--- src/sbrt_pkg.sv ---
// Shared types and constants for the spare block remap table.
package sbrt_pkg;

    // Table geometry
    localparam int TABLE_ENTRIES = 1024;
    localparam int IDX_W         = $clog2(TABLE_ENTRIES);
    localparam int LIM_W         = $clog2(TABLE_ENTRIES + 1);
    localparam int FREE_W        = 11;
    localparam logic [FREE_W-1:0] FREE_MAX = {FREE_W{1'b1}};

    // Configuration port
    localparam int APB_ADDR_W = 4;
    localparam logic [1:0] REG_ENABLE   = 2'd0;
    localparam logic [1:0] REG_PKT_LOG2 = 2'd1;
    localparam logic [1:0] REG_ENTRIES  = 2'd2;

    // Original location marker words
    localparam logic [31:0] LOC_AVAILABLE = 32'hFFFF_FFFF;
    localparam logic [31:0] LOC_CORRUPTED = 32'hFFFF_FFF0;

    // Operation codes
    localparam logic [2:0] KIND_LOAD     = 3'd0;
    localparam logic [2:0] KIND_RELOCATE = 3'd1;
    localparam logic [2:0] KIND_REMAP    = 3'd2;
    localparam logic [2:0] KIND_UNMAP    = 3'd3;
    localparam logic [2:0] KIND_OVERLAP  = 3'd4;

    // Result status codes
    localparam logic [1:0] STAT_OK       = 2'd0;
    localparam logic [1:0] STAT_FULL     = 2'd1;
    localparam logic [1:0] STAT_REMAPPED = 2'd2;
    localparam logic [1:0] STAT_NO_TABLE = 2'd3;

    typedef struct packed {
        logic        enabled;
        logic [3:0]  pkt_log2;
        logic [10:0] entries;
    } cfg_t;

    typedef struct packed {
        logic             rd_en;
        logic [IDX_W-1:0] rd_addr;
        logic             wr_en;
        logic             wr_spare_en;
        logic [IDX_W-1:0] wr_addr;
        logic [31:0]      wr_orig;
        logic [31:0]      wr_spare;
    } mem_req_t;

    typedef struct packed {
        logic [1:0]  status;
        logic [31:0] phys;
        logic        ovl;
        logic        modified;
    } res_t;

endpackage

--- src/sbrt_scan_ctrl.sv ---
// Operation sequencer: scans the table memory and applies read-modify-write updates.
module sbrt_scan_ctrl (
    input  logic               clk,
    input  logic               rst_n,
    input  logic               in_valid,
    output logic               busy,
    input  logic [2:0]         kind,
    input  logic [31:0]        lba,
    input  logic [31:0]        block_count,
    input  logic               remap_spared,
    input  logic [9:0]         entry_index,
    input  logic [31:0]        entry_original,
    input  logic [31:0]        entry_spare,
    input  sbrt_pkg::cfg_t     cfg,
    output sbrt_pkg::mem_req_t mem_req,
    input  logic [31:0]        rd_orig,
    input  logic [31:0]        rd_spare,
    output logic               res_valid,
    output sbrt_pkg::res_t     res,
    input  logic               res_take
);
    import sbrt_pkg::*;

    localparam logic [3:0] ST_IDLE   = 4'd0;
    localparam logic [3:0] ST_LOOK   = 4'd1;
    localparam logic [3:0] ST_OVL    = 4'd2;
    localparam logic [3:0] ST_UNMAP  = 4'd3;
    localparam logic [3:0] ST_COUNT1 = 4'd4;
    localparam logic [3:0] ST_MATCH  = 4'd5;
    localparam logic [3:0] ST_COUNT2 = 4'd6;
    localparam logic [3:0] ST_CLAIM  = 4'd7;
    localparam logic [3:0] ST_DONE   = 4'd8;

    // Control state
    logic [3:0]        state_reg,      state_next;
    logic [LIM_W-1:0]  rd_idx_reg,     rd_idx_next;
    logic              p_vld_reg,      p_vld_next;
    logic [FREE_W-1:0] free_count_reg, free_count_next;
    logic              free_known_reg, free_known_next;
    logic              modified_reg,   modified_next;

    // Operation payload
    logic [IDX_W-1:0]  p_idx_reg,   p_idx_next;
    logic [LIM_W-1:0]  lim_reg,     lim_next;
    logic [FREE_W-1:0] count_reg,   count_next;
    logic [IDX_W-1:0]  m_idx_reg,   m_idx_next;
    logic [31:0]       lba_reg,     lba_next;
    logic [31:0]       mask_reg,    mask_next;
    logic [31:0]       aligned_reg, aligned_next;
    logic [15:0]       bs_reg,      bs_next;
    logic [31:0]       end_reg,     end_next;
    logic [31:0]       last_reg,    last_next;
    logic              spared_reg,  spared_next;
    logic [1:0]        status_reg,  status_next;
    logic [31:0]       phys_reg,    phys_next;
    logic              ovl_reg,     ovl_next;

    // Evaluation of the entry just read
    logic [31:0] o_end;
    logic        is_mark;
    logic        avail;
    logic        pkt_hit;
    logic        unmap_hit;
    logic        ovl_hit;
    logic        stop;
    logic        scanning;
    logic        rd_more;
    logic        rd_en;
    logic        scan_done;
    logic [31:0] start_mask;
    logic [31:0] start_end;

    assign o_end     = rd_orig + {16'd0, bs_reg};
    assign is_mark   = (rd_orig == LOC_AVAILABLE) || (rd_orig == LOC_CORRUPTED);
    assign avail     = (rd_orig == LOC_AVAILABLE);
    assign pkt_hit   = !is_mark && ((rd_orig & mask_reg) == aligned_reg);
    assign unmap_hit = !is_mark && (rd_orig >= lba_reg) && (o_end <= end_reg);
    assign ovl_hit   = !is_mark &&
                       (((lba_reg >= rd_orig) && (lba_reg < o_end)) ||
                        ((last_reg >= rd_orig) && (last_reg < o_end)) ||
                        ((rd_orig >= lba_reg) && (rd_orig < end_reg)) ||
                        ((o_end >= lba_reg) && (o_end < end_reg)));

    // First-match scans stop at the hit
    always_comb
    begin
        case (state_reg)
            ST_LOOK:  stop = p_vld_reg && pkt_hit;
            ST_MATCH: stop = p_vld_reg && pkt_hit;
            ST_OVL:   stop = p_vld_reg && ovl_hit;
            ST_CLAIM: stop = p_vld_reg && avail;
            default:  stop = 1'b0;
        endcase
    end

    assign scanning  = state_reg inside {ST_LOOK, ST_OVL, ST_UNMAP, ST_COUNT1,
                                         ST_MATCH, ST_COUNT2, ST_CLAIM};
    assign rd_more   = rd_idx_reg < lim_reg;
    assign rd_en     = scanning && rd_more && !stop;
    assign scan_done = !p_vld_reg && !rd_more;

    assign start_mask = ~((32'd1 << cfg.pkt_log2) - 32'd1);
    assign start_end  = lba + block_count;

    always_comb
    begin
        state_next      = state_reg;
        rd_idx_next     = rd_idx_reg;
        p_vld_next      = 1'b0;
        p_idx_next      = rd_idx_reg[IDX_W-1:0];
        free_count_next = free_count_reg;
        free_known_next = free_known_reg;
        modified_next   = modified_reg;
        lim_next        = lim_reg;
        count_next      = count_reg;
        m_idx_next      = m_idx_reg;
        lba_next        = lba_reg;
        mask_next       = mask_reg;
        aligned_next    = aligned_reg;
        bs_next         = bs_reg;
        end_next        = end_reg;
        last_next       = last_reg;
        spared_next     = spared_reg;
        status_next     = status_reg;
        phys_next       = phys_reg;
        ovl_next        = ovl_reg;

        mem_req             = '0;
        mem_req.rd_en       = rd_en;
        mem_req.rd_addr     = rd_idx_reg[IDX_W-1:0];
        mem_req.wr_addr     = p_idx_reg;

        // Advance the read pointer
        if (rd_en)
        begin
            rd_idx_next = rd_idx_reg + LIM_W'(1);
            p_vld_next  = 1'b1;
        end

        // Tally available entries during a recount
        if ((state_reg == ST_COUNT1 || state_reg == ST_COUNT2) && p_vld_reg && avail)
        begin
            count_next = count_reg + FREE_W'(1);
        end

        case (state_reg)
            ST_IDLE:
            begin
                if (in_valid)
                begin
                    lba_next     = lba;
                    mask_next    = start_mask;
                    aligned_next = lba & start_mask;
                    bs_next      = 16'd1 << cfg.pkt_log2;
                    end_next     = start_end;
                    last_next    = start_end - 32'd1;
                    spared_next  = remap_spared;
                    if (int'(cfg.entries) > TABLE_ENTRIES)
                    begin
                        lim_next = LIM_W'(TABLE_ENTRIES);
                    end
                    else
                    begin
                        lim_next = LIM_W'(cfg.entries);
                    end
                    status_next = STAT_OK;
                    ovl_next    = 1'b0;
                    phys_next   = (kind == KIND_RELOCATE) ? lba : 32'd0;
                    rd_idx_next = '0;
                    count_next  = '0;
                    state_next  = ST_DONE;
                    case (kind)
                        KIND_LOAD:
                        begin
                            if (int'(entry_index) < TABLE_ENTRIES)
                            begin
                                mem_req.wr_en       = 1'b1;
                                mem_req.wr_spare_en = 1'b1;
                                mem_req.wr_addr     = IDX_W'(entry_index);
                                mem_req.wr_orig     = entry_original;
                                mem_req.wr_spare    = entry_spare;
                                free_known_next     = 1'b0;
                            end
                        end
                        KIND_RELOCATE:
                        begin
                            if (cfg.enabled)
                            begin
                                state_next = ST_LOOK;
                            end
                        end
                        KIND_REMAP:
                        begin
                            if (!cfg.enabled)
                            begin
                                status_next = STAT_NO_TABLE;
                            end
                            else if (!free_known_reg)
                            begin
                                state_next = ST_COUNT1;
                            end
                            else if (free_count_reg == '0)
                            begin
                                status_next = STAT_FULL;
                            end
                            else
                            begin
                                state_next = ST_MATCH;
                            end
                        end
                        KIND_UNMAP:
                        begin
                            if (cfg.enabled)
                            begin
                                state_next = ST_UNMAP;
                            end
                        end
                        KIND_OVERLAP:
                        begin
                            if (cfg.enabled)
                            begin
                                state_next = ST_OVL;
                            end
                        end
                        default:
                        begin
                            state_next = ST_DONE;
                        end
                    endcase
                end
            end

            ST_LOOK:
            begin
                if (stop)
                begin
                    phys_next  = rd_spare + lba_reg - rd_orig;
                    state_next = ST_DONE;
                end
                else if (scan_done)
                begin
                    state_next = ST_DONE;
                end
            end

            ST_OVL:
            begin
                if (stop)
                begin
                    ovl_next   = 1'b1;
                    state_next = ST_DONE;
                end
                else if (scan_done)
                begin
                    state_next = ST_DONE;
                end
            end

            ST_UNMAP:
            begin
                // Release entries wholly inside the range
                if (p_vld_reg && unmap_hit)
                begin
                    mem_req.wr_en   = 1'b1;
                    mem_req.wr_orig = LOC_AVAILABLE;
                    modified_next   = 1'b1;
                    if (free_known_reg && free_count_reg < FREE_MAX)
                    begin
                        free_count_next = free_count_reg + FREE_W'(1);
                    end
                end
                if (scan_done)
                begin
                    state_next = ST_DONE;
                end
            end

            ST_COUNT1:
            begin
                if (scan_done)
                begin
                    free_count_next = count_reg;
                    free_known_next = 1'b1;
                    rd_idx_next     = '0;
                    count_next      = '0;
                    if (count_reg == '0)
                    begin
                        status_next = STAT_FULL;
                        state_next  = ST_DONE;
                    end
                    else
                    begin
                        state_next = ST_MATCH;
                    end
                end
            end

            ST_MATCH:
            begin
                if (stop)
                begin
                    m_idx_next  = p_idx_reg;
                    p_vld_next  = 1'b0;
                    rd_idx_next = '0;
                    count_next  = '0;
                    state_next  = ST_COUNT2;
                end
                else if (scan_done)
                begin
                    rd_idx_next = '0;
                    state_next  = ST_CLAIM;
                end
            end

            ST_COUNT2:
            begin
                if (scan_done)
                begin
                    free_count_next = count_reg;
                    free_known_next = 1'b1;
                    rd_idx_next     = '0;
                    if (count_reg == '0)
                    begin
                        status_next = STAT_FULL;
                        state_next  = ST_DONE;
                    end
                    else if (!spared_reg)
                    begin
                        status_next = STAT_REMAPPED;
                        state_next  = ST_DONE;
                    end
                    else
                    begin
                        // Retire the old mapping before claiming a new entry
                        mem_req.wr_en   = 1'b1;
                        mem_req.wr_addr = m_idx_reg;
                        mem_req.wr_orig = LOC_CORRUPTED;
                        modified_next   = 1'b1;
                        state_next      = ST_CLAIM;
                    end
                end
            end

            ST_CLAIM:
            begin
                if (stop)
                begin
                    mem_req.wr_en   = 1'b1;
                    mem_req.wr_orig = aligned_reg;
                    modified_next   = 1'b1;
                    if (free_count_reg != '0)
                    begin
                        free_count_next = free_count_reg - FREE_W'(1);
                    end
                    status_next = STAT_OK;
                    state_next  = ST_DONE;
                end
                else if (scan_done)
                begin
                    status_next = STAT_FULL;
                    state_next  = ST_DONE;
                end
            end

            ST_DONE:
            begin
                if (res_take)
                begin
                    state_next = ST_IDLE;
                end
            end

            default:
            begin
                state_next = ST_IDLE;
            end
        endcase
    end

    // Control registers
    always_ff @(posedge clk or negedge rst_n)
    begin
        if (!rst_n)
        begin
            state_reg      <= ST_IDLE;
            rd_idx_reg     <= '0;
            p_vld_reg      <= 1'b0;
            free_count_reg <= '0;
            free_known_reg <= 1'b0;
            modified_reg   <= 1'b0;
        end
        else
        begin
            state_reg      <= state_next;
            rd_idx_reg     <= rd_idx_next;
            p_vld_reg      <= p_vld_next;
            free_count_reg <= free_count_next;
            free_known_reg <= free_known_next;
            modified_reg   <= modified_next;
        end
    end

    // Payload registers
    always_ff @(posedge clk)
    begin
        p_idx_reg   <= p_idx_next;
        lim_reg     <= lim_next;
        count_reg   <= count_next;
        m_idx_reg   <= m_idx_next;
        lba_reg     <= lba_next;
        mask_reg    <= mask_next;
        aligned_reg <= aligned_next;
        bs_reg      <= bs_next;
        end_reg     <= end_next;
        last_reg    <= last_next;
        spared_reg  <= spared_next;
        status_reg  <= status_next;
        phys_reg    <= phys_next;
        ovl_reg     <= ovl_next;
    end

    assign busy         = (state_reg != ST_IDLE);
    assign res_valid    = (state_reg == ST_DONE);
    assign res.status   = status_reg;
    assign res.phys     = phys_reg;
    assign res.ovl      = ovl_reg;
    assign res.modified = modified_reg;

endmodule

--- config.mk ---
export PLATFORM = sky130hd
export DESIGN_NAME = sbrt_scan_ctrl
export DESIGN_NICKNAME = d
export VERILOG_FILES = /design/src/sbrt_pkg.sv /design/src/sbrt_scan_ctrl.sv
export SDC_FILE = /design/constraint.sdc
export NUM_CORES = 1
export LEC_CHECK = 0
export ABC_AREA = 0
export ABC_CLOCK_PERIOD_IN_PS = 8700
export BUFFER_PORTS_ARGS = -buffer_cell sky130_fd_sc_hd__buf_2
export CORE_MARGIN = 2
export CORE_UTILIZATION = 29
export CTS_CLUSTER_DIAMETER = 80
export CTS_CLUSTER_SIZE = 25
export DETAILED_ROUTE_END_ITERATION = 6
export GPL_TIMING_DRIVEN = 0
export SETUP_SLACK_MARGIN = 0.4
export SYNTH_ARGS = -nofsm -noshare
export SYNTH_HDL_FRONTEND = slang
export SYNTH_SLANG_ARGS = --single-unit
--- constraint.sdc ---
create_clock -name clk -period 8.7 [get_ports clk]
set_input_delay 0.435 -clock clk [delete_from_list [all_inputs] [get_ports clk]]
set_output_delay 0.435 -clock clk [all_outputs]
set_load 0.02 [all_outputs]
# After elaboration in Yosys (flattened, before gate mapping)
# Index checks and enable logic that the tools add are counted.
# word_totals
reg_bits	283
out_inout_bits	125
# op_classes
n_addsub	10
order_cmp	12
eq_ne	33
n_shift	2
mux	85
bitwise_logic	3
n_reduce_logical	52
# op_table
cell	count
32-bit 2-to-1 mux	6
76-bit 2-to-1 mux	2
11-bit 2-to-1 mux	13
32-bit greater-or-equal comparator	4
32-bit less-than comparator	4
32-bit one-hot mux with 4 select lines	1
42-bit 2-to-1 mux	3
11-bit one-hot mux with 3 select lines	3
4-bit 2-to-1 mux	17
32-bit adder	2
32-bit AND	2
32-bit == test, second input constant	2
32-bit one-hot mux with 2 select lines	1
32-bit by 1-bit subtractor with 32-bit output, second input constant	2
11-bit by 1-bit adder with 11-bit output, second input constant	3
32-bit by 16-bit adder with 32-bit output	1
32-bit == test	1
32-bit less-or-equal comparator	1
32-bit NOT	1
1-bit by 4-bit << shifter with 32-bit output, first input constant	1
32-bit subtractor	1
4-bit one-hot mux with 7 select lines	1
11-bit logical NOT	2
1-bit 2-to-1 mux	20
other kinds (41)	103

# Longest topological paths before layout
# depth
ltp_word	15
depth_mapped	28
ltp_nobuf	26

# Least setup slack after synthesis
# No wires, ideal clock.
# synth_timing
path_type	input -> register
startpoint	input rd_orig[0]
endpoint	register phys_reg[0] (enable)
t_arrival_ns	7.146
t_required_ns	8.230
slack_ns	1.084
path_stages	26
path_buffers	1
path_cell_list	ha_1 -> inv_1 -> fa_1 -> inv_1 -> a21oi_1 -> o21bai_1 -> a21o_1 -> a21o_1 -> a21oi_1 -> o211ai_1 -> a31oi_1 -> o21a_1 -> clkbuf_1 -> nor3b_1 -> xnor2_1 -> ha_1 -> a21o_1 -> a21o_1 -> a211o_1 -> o211ai_1 -> a31oi_1 -> a311oi_1 -> o22ai_1 -> a21oi_1 -> nand2_1 -> a211oi_1
# synth_between
elab_chain_cells	11
elab_cells_between_ends	30
cone_classes	add/sub (1); order compare (8); eq/ne (4); mux (1); bitwise (1); reduce/logical (15)
# synth_lines
item	line	source
start, declared	sbrt_scan_ctrl.sv:16	input logic [31:0] rd_orig,
32-bit by 16-bit adder with 32-bit output	sbrt_scan_ctrl.sv:73	assign o_end = rd_orig + {16'd0, bs_reg};
32-bit less-than comparator (on tied branches)	sbrt_scan_ctrl.sv:79, sbrt_scan_ctrl.sv:80	
1-bit logical AND (on tied branches)	sbrt_scan_ctrl.sv:79, sbrt_scan_ctrl.sv:80	
1-bit logical OR	sbrt_scan_ctrl.sv:79	(((lba_reg >= rd_orig) && (lba_reg < o_end)) ||
1-bit logical OR	sbrt_scan_ctrl.sv:80	((last_reg >= rd_orig) && (last_reg < o_end)) ||
1-bit logical OR	sbrt_scan_ctrl.sv:81	((rd_orig >= lba_reg) && (rd_orig < end_reg)) ||
1-bit logical AND	sbrt_scan_ctrl.sv:78	assign ovl_hit = !is_mark &&
1-bit logical AND	sbrt_scan_ctrl.sv:90	ST_OVL: stop = p_vld_reg && ovl_hit;
1-bit one-hot mux with 3 select lines *	sbrt_scan_ctrl.sv:87	case (state_reg)
2-bit != test (no line) *	--	
3-bit AND reduction (no line) *	--	
end signal, assigned	sbrt_scan_ctrl.sv:418	phys_reg <= phys_next;
end, declared	sbrt_scan_ctrl.sv:55	logic [31:0] phys_reg, phys_next;
# Mark *: on every way between the ends. The rest lies on a longest branch, timed or not.
# A chain may end at the register's enable or synchronous reset.

==> impl_metrics.json <==
{
  "status": "finished, final reports clean",
  "synth_edf_count": 231,
  "ys_top_cells_by_area": "edfxtp_1 (31%), ha_1 (16%), inv_1 (4.8%)",
  "place_ws_ps": 653,
  "synth.largest_area_cell": "edfxtp_1",
  "cts_tree": "built",
  "area_delta_synth_final_pct": 17.2,
  "slowest_delay_ps": 630,
  "min_from": "cfg[10]",
  "io_buffers": 346,
  "drtAntennaViolNets": 0,
  "cp-end-kind": "output port",
  "antenna_found_initial": 16,
  "ys_ff_latch": 281,
  "critical_path_class": "reg2out",
  "min_period_ps": 7830,
  "layout.nets": 3333,
  "cpMostUsedCell": "a21o_1",
  "crit_arrival_ps": 7390,
  "clk_latency_ps": 560,
  "finalSetupTns_ps": 0,
  "p_sw_uw": 2640,
  "hold_viol": 0,
  "die_x_um": 284,
  "synth_area_mm2": 0.0227,
  "timing.final.crit_share_pct": 90.0,
  "combinationalPowerShare_pct": 49.1,
  "async_flop_share_pct": 10.3,
  "critPathSlowestCell": "clkbuf_1",
  "first_iter_violations": 1092,
  "powerDensity_mw_per_mm2": 231,
  "track_usage_pct": 18.2,
  "p_int_uw": 3520,
  "cts_setup_buffers": 0,
  "wl_um": 75600,
  "critPathBufInv": 2,
  "ys_seq_area_share_pct": 35.6,
  "clockBufferDepth": 3,
  "cts.clk_slew.worst_paths_ps": 90,
  "die_area_mm2": 0.0805,
  "setup-violations-final": 0,
  "slew_violations": 0,
  "worst_pin_slew_ps": 1110,
  "fin_cells": 3838,
  "gp_congestion": 0.900,
  "power_uw": 6150,
  "max_freq_ghz": 0.128,
  "setup_ws_ps": 872,
  "cpLargestDelayFamily": "compound AO/OA/AOI/OAI gates",
  "cts_sinks": 281,
  "synth_cell_types": 90,
  "cp_max_fo": 10,
  "p_leak_uw": 0.0121,
  "synth.most_common_cell": "ha_1",
  "drcViolationCount": 0,
  "clock_skew_ps": 27.8,
  "wire_per_inst_um": 19.7,
  "start_util_pct": 29.3,
  "htree_levels": 1,
  "grt_pass1_wl_um": 111000,
  "dp_hpwl_um": 63200,
  "grt_pass1_vias": 18600,
  "hold_path.class": "in2reg",
  "rsz0062_at_grt": "no",
  "core_area_mm2": 0.0775,
  "start_kind": "flop",
  "avgSynthCellArea_um2": 9.47,
  "required_ps": 8270,
  "rows": 102,
  "peakVddDrop_mv": 0.134,
  "synthCells": 2398,
  "vias": 19000,
  "die_h_um": 284,
  "dpl.cell_count": 3795,
  "ioPinCount": 351,
  "drv_cap": 0,
  "ys_warn_count": 0,
  "numCtsBuffers": 20,
  "routed_via_density": 4.94,
  "grt_max_degree": 115,
  "final.fill_count": 8022,
  "swShare_pct": 42.8,
  "timing.rr.start": "bs_reg[1]",
  "crit_path_start": "bs_reg[1]",
  "synth_common_cells": "ha_1 (294), inv_1 (291), edfxtp_1 (231)",
  "overflow": 0,
  "first_pass_iters": 5,
  "cts-root-buf": "clkbuf_16",
  "seq_power_share_pct": 34.0,
  "synth_top_area_share_pct": 30.6,
  "pwr-share-clk_pct": 16.9,
  "relSlewSlack_pct": 23.9,
  "synth_ff_type": "edfxtp_1",
  "drive_gt1_share_pct": 16.1
}
-- per-stage QoR --
step / hold slack (ps) / util, % / instance area, µm²
5_1_grt: 44.7 / 34.3 / 26600
3_3_place_gp: 411 / 33.3 / 25800
6_report: 56.5 / 34.4 / 26600
2_1_floorplan: 139 / - / 22700
4_1_cts: 25.8 / 34.3 / 26600
3_5_place_dp: 415 / 33.4 / 25900
-- metal layers --
layer,track usage [%],share of wire (%),vias to the layer above
met5,0,0.082,-
met4,5.75,3.4,12
met3,2.73,5.9,114
met2,32.2,48,562
met1,22.7,43,8942
li1,-,-,9333
-- placed cells by master (no fill, tap or decap), types with 58 or more instances in the layout --
cell type  instances
nand4_1           58
a21o_1            81
edfxtp_1         231
ha_1             294
inv_1            290
and2_1            65
xor2_1            76
o21ai_0           99
nor2_1           142
clkbuf_1          60
nand2_1          183
xnor2_1          109
buf_2            348
a21oi_1          140
-- worst paths after layout --
kind                                     end  slack [ps]  cells after the start
hold / removal                   lim_reg[10]          60                      1
hold reg to reg                 m_idx_reg[0]         430                      0
min in group asynchronous      rd_idx_reg[4]         480                      2
setup reg to reg                 phys_reg[3]        1620                     25
max in group asynchronous  free_count_reg[7]        7680                      2
setup / recovery                 mem_req[45]         870                     25
-- layout make-up --
class	count	area, µm²	area share [%]
sequential	281	8080	30.4
clock buffer	21	526	1.97
multi-input combinational	1753	13200	49.7
clock inverter	15	179	0.672
buffer	79	364	1.37
inverter	291	1100	4.13
tap	1040	1300	4.89
timing repair buffer	353	1820	6.85
antenna	5	12.5	0.0470
-- power groups by stage --
stage | clock network [µW] | logic (µW) | registers, µW
finish | 1040 | 3020 | 2090
floorplan | 0 | 2070 | 2150
detailed placement | 0 | 3010 | 2120
global placement | 0 | 2940 | 2210
global route | 1110 | 3400 | 2130
CTS | 1080 | 3030 | 2090
-- repair_timing --
action / CTS / global route
hold buffers: 1 / 0
hold endpoints to repair: 29 / 0
setup endpoints to repair: 1 / 11
gates resized for setup: 1 / 5
-- kinds of logic after synthesis --
| kind of cell | share of synthesized area, % |
|---|---|
| muxes | 0.176 |
| adders and majority gates | 19.3 |
| other | 0.0165 |
| buffers and inverters | 6.40 |
| AOI/OAI and AO/OA | 16.3 |
| and+or+nand+nor | 15.1 |
| DFF | 35.6 |
| xor gates and xnor gates | 7.14 |
No activity file was read; power rests on OpenSTA's default activity.
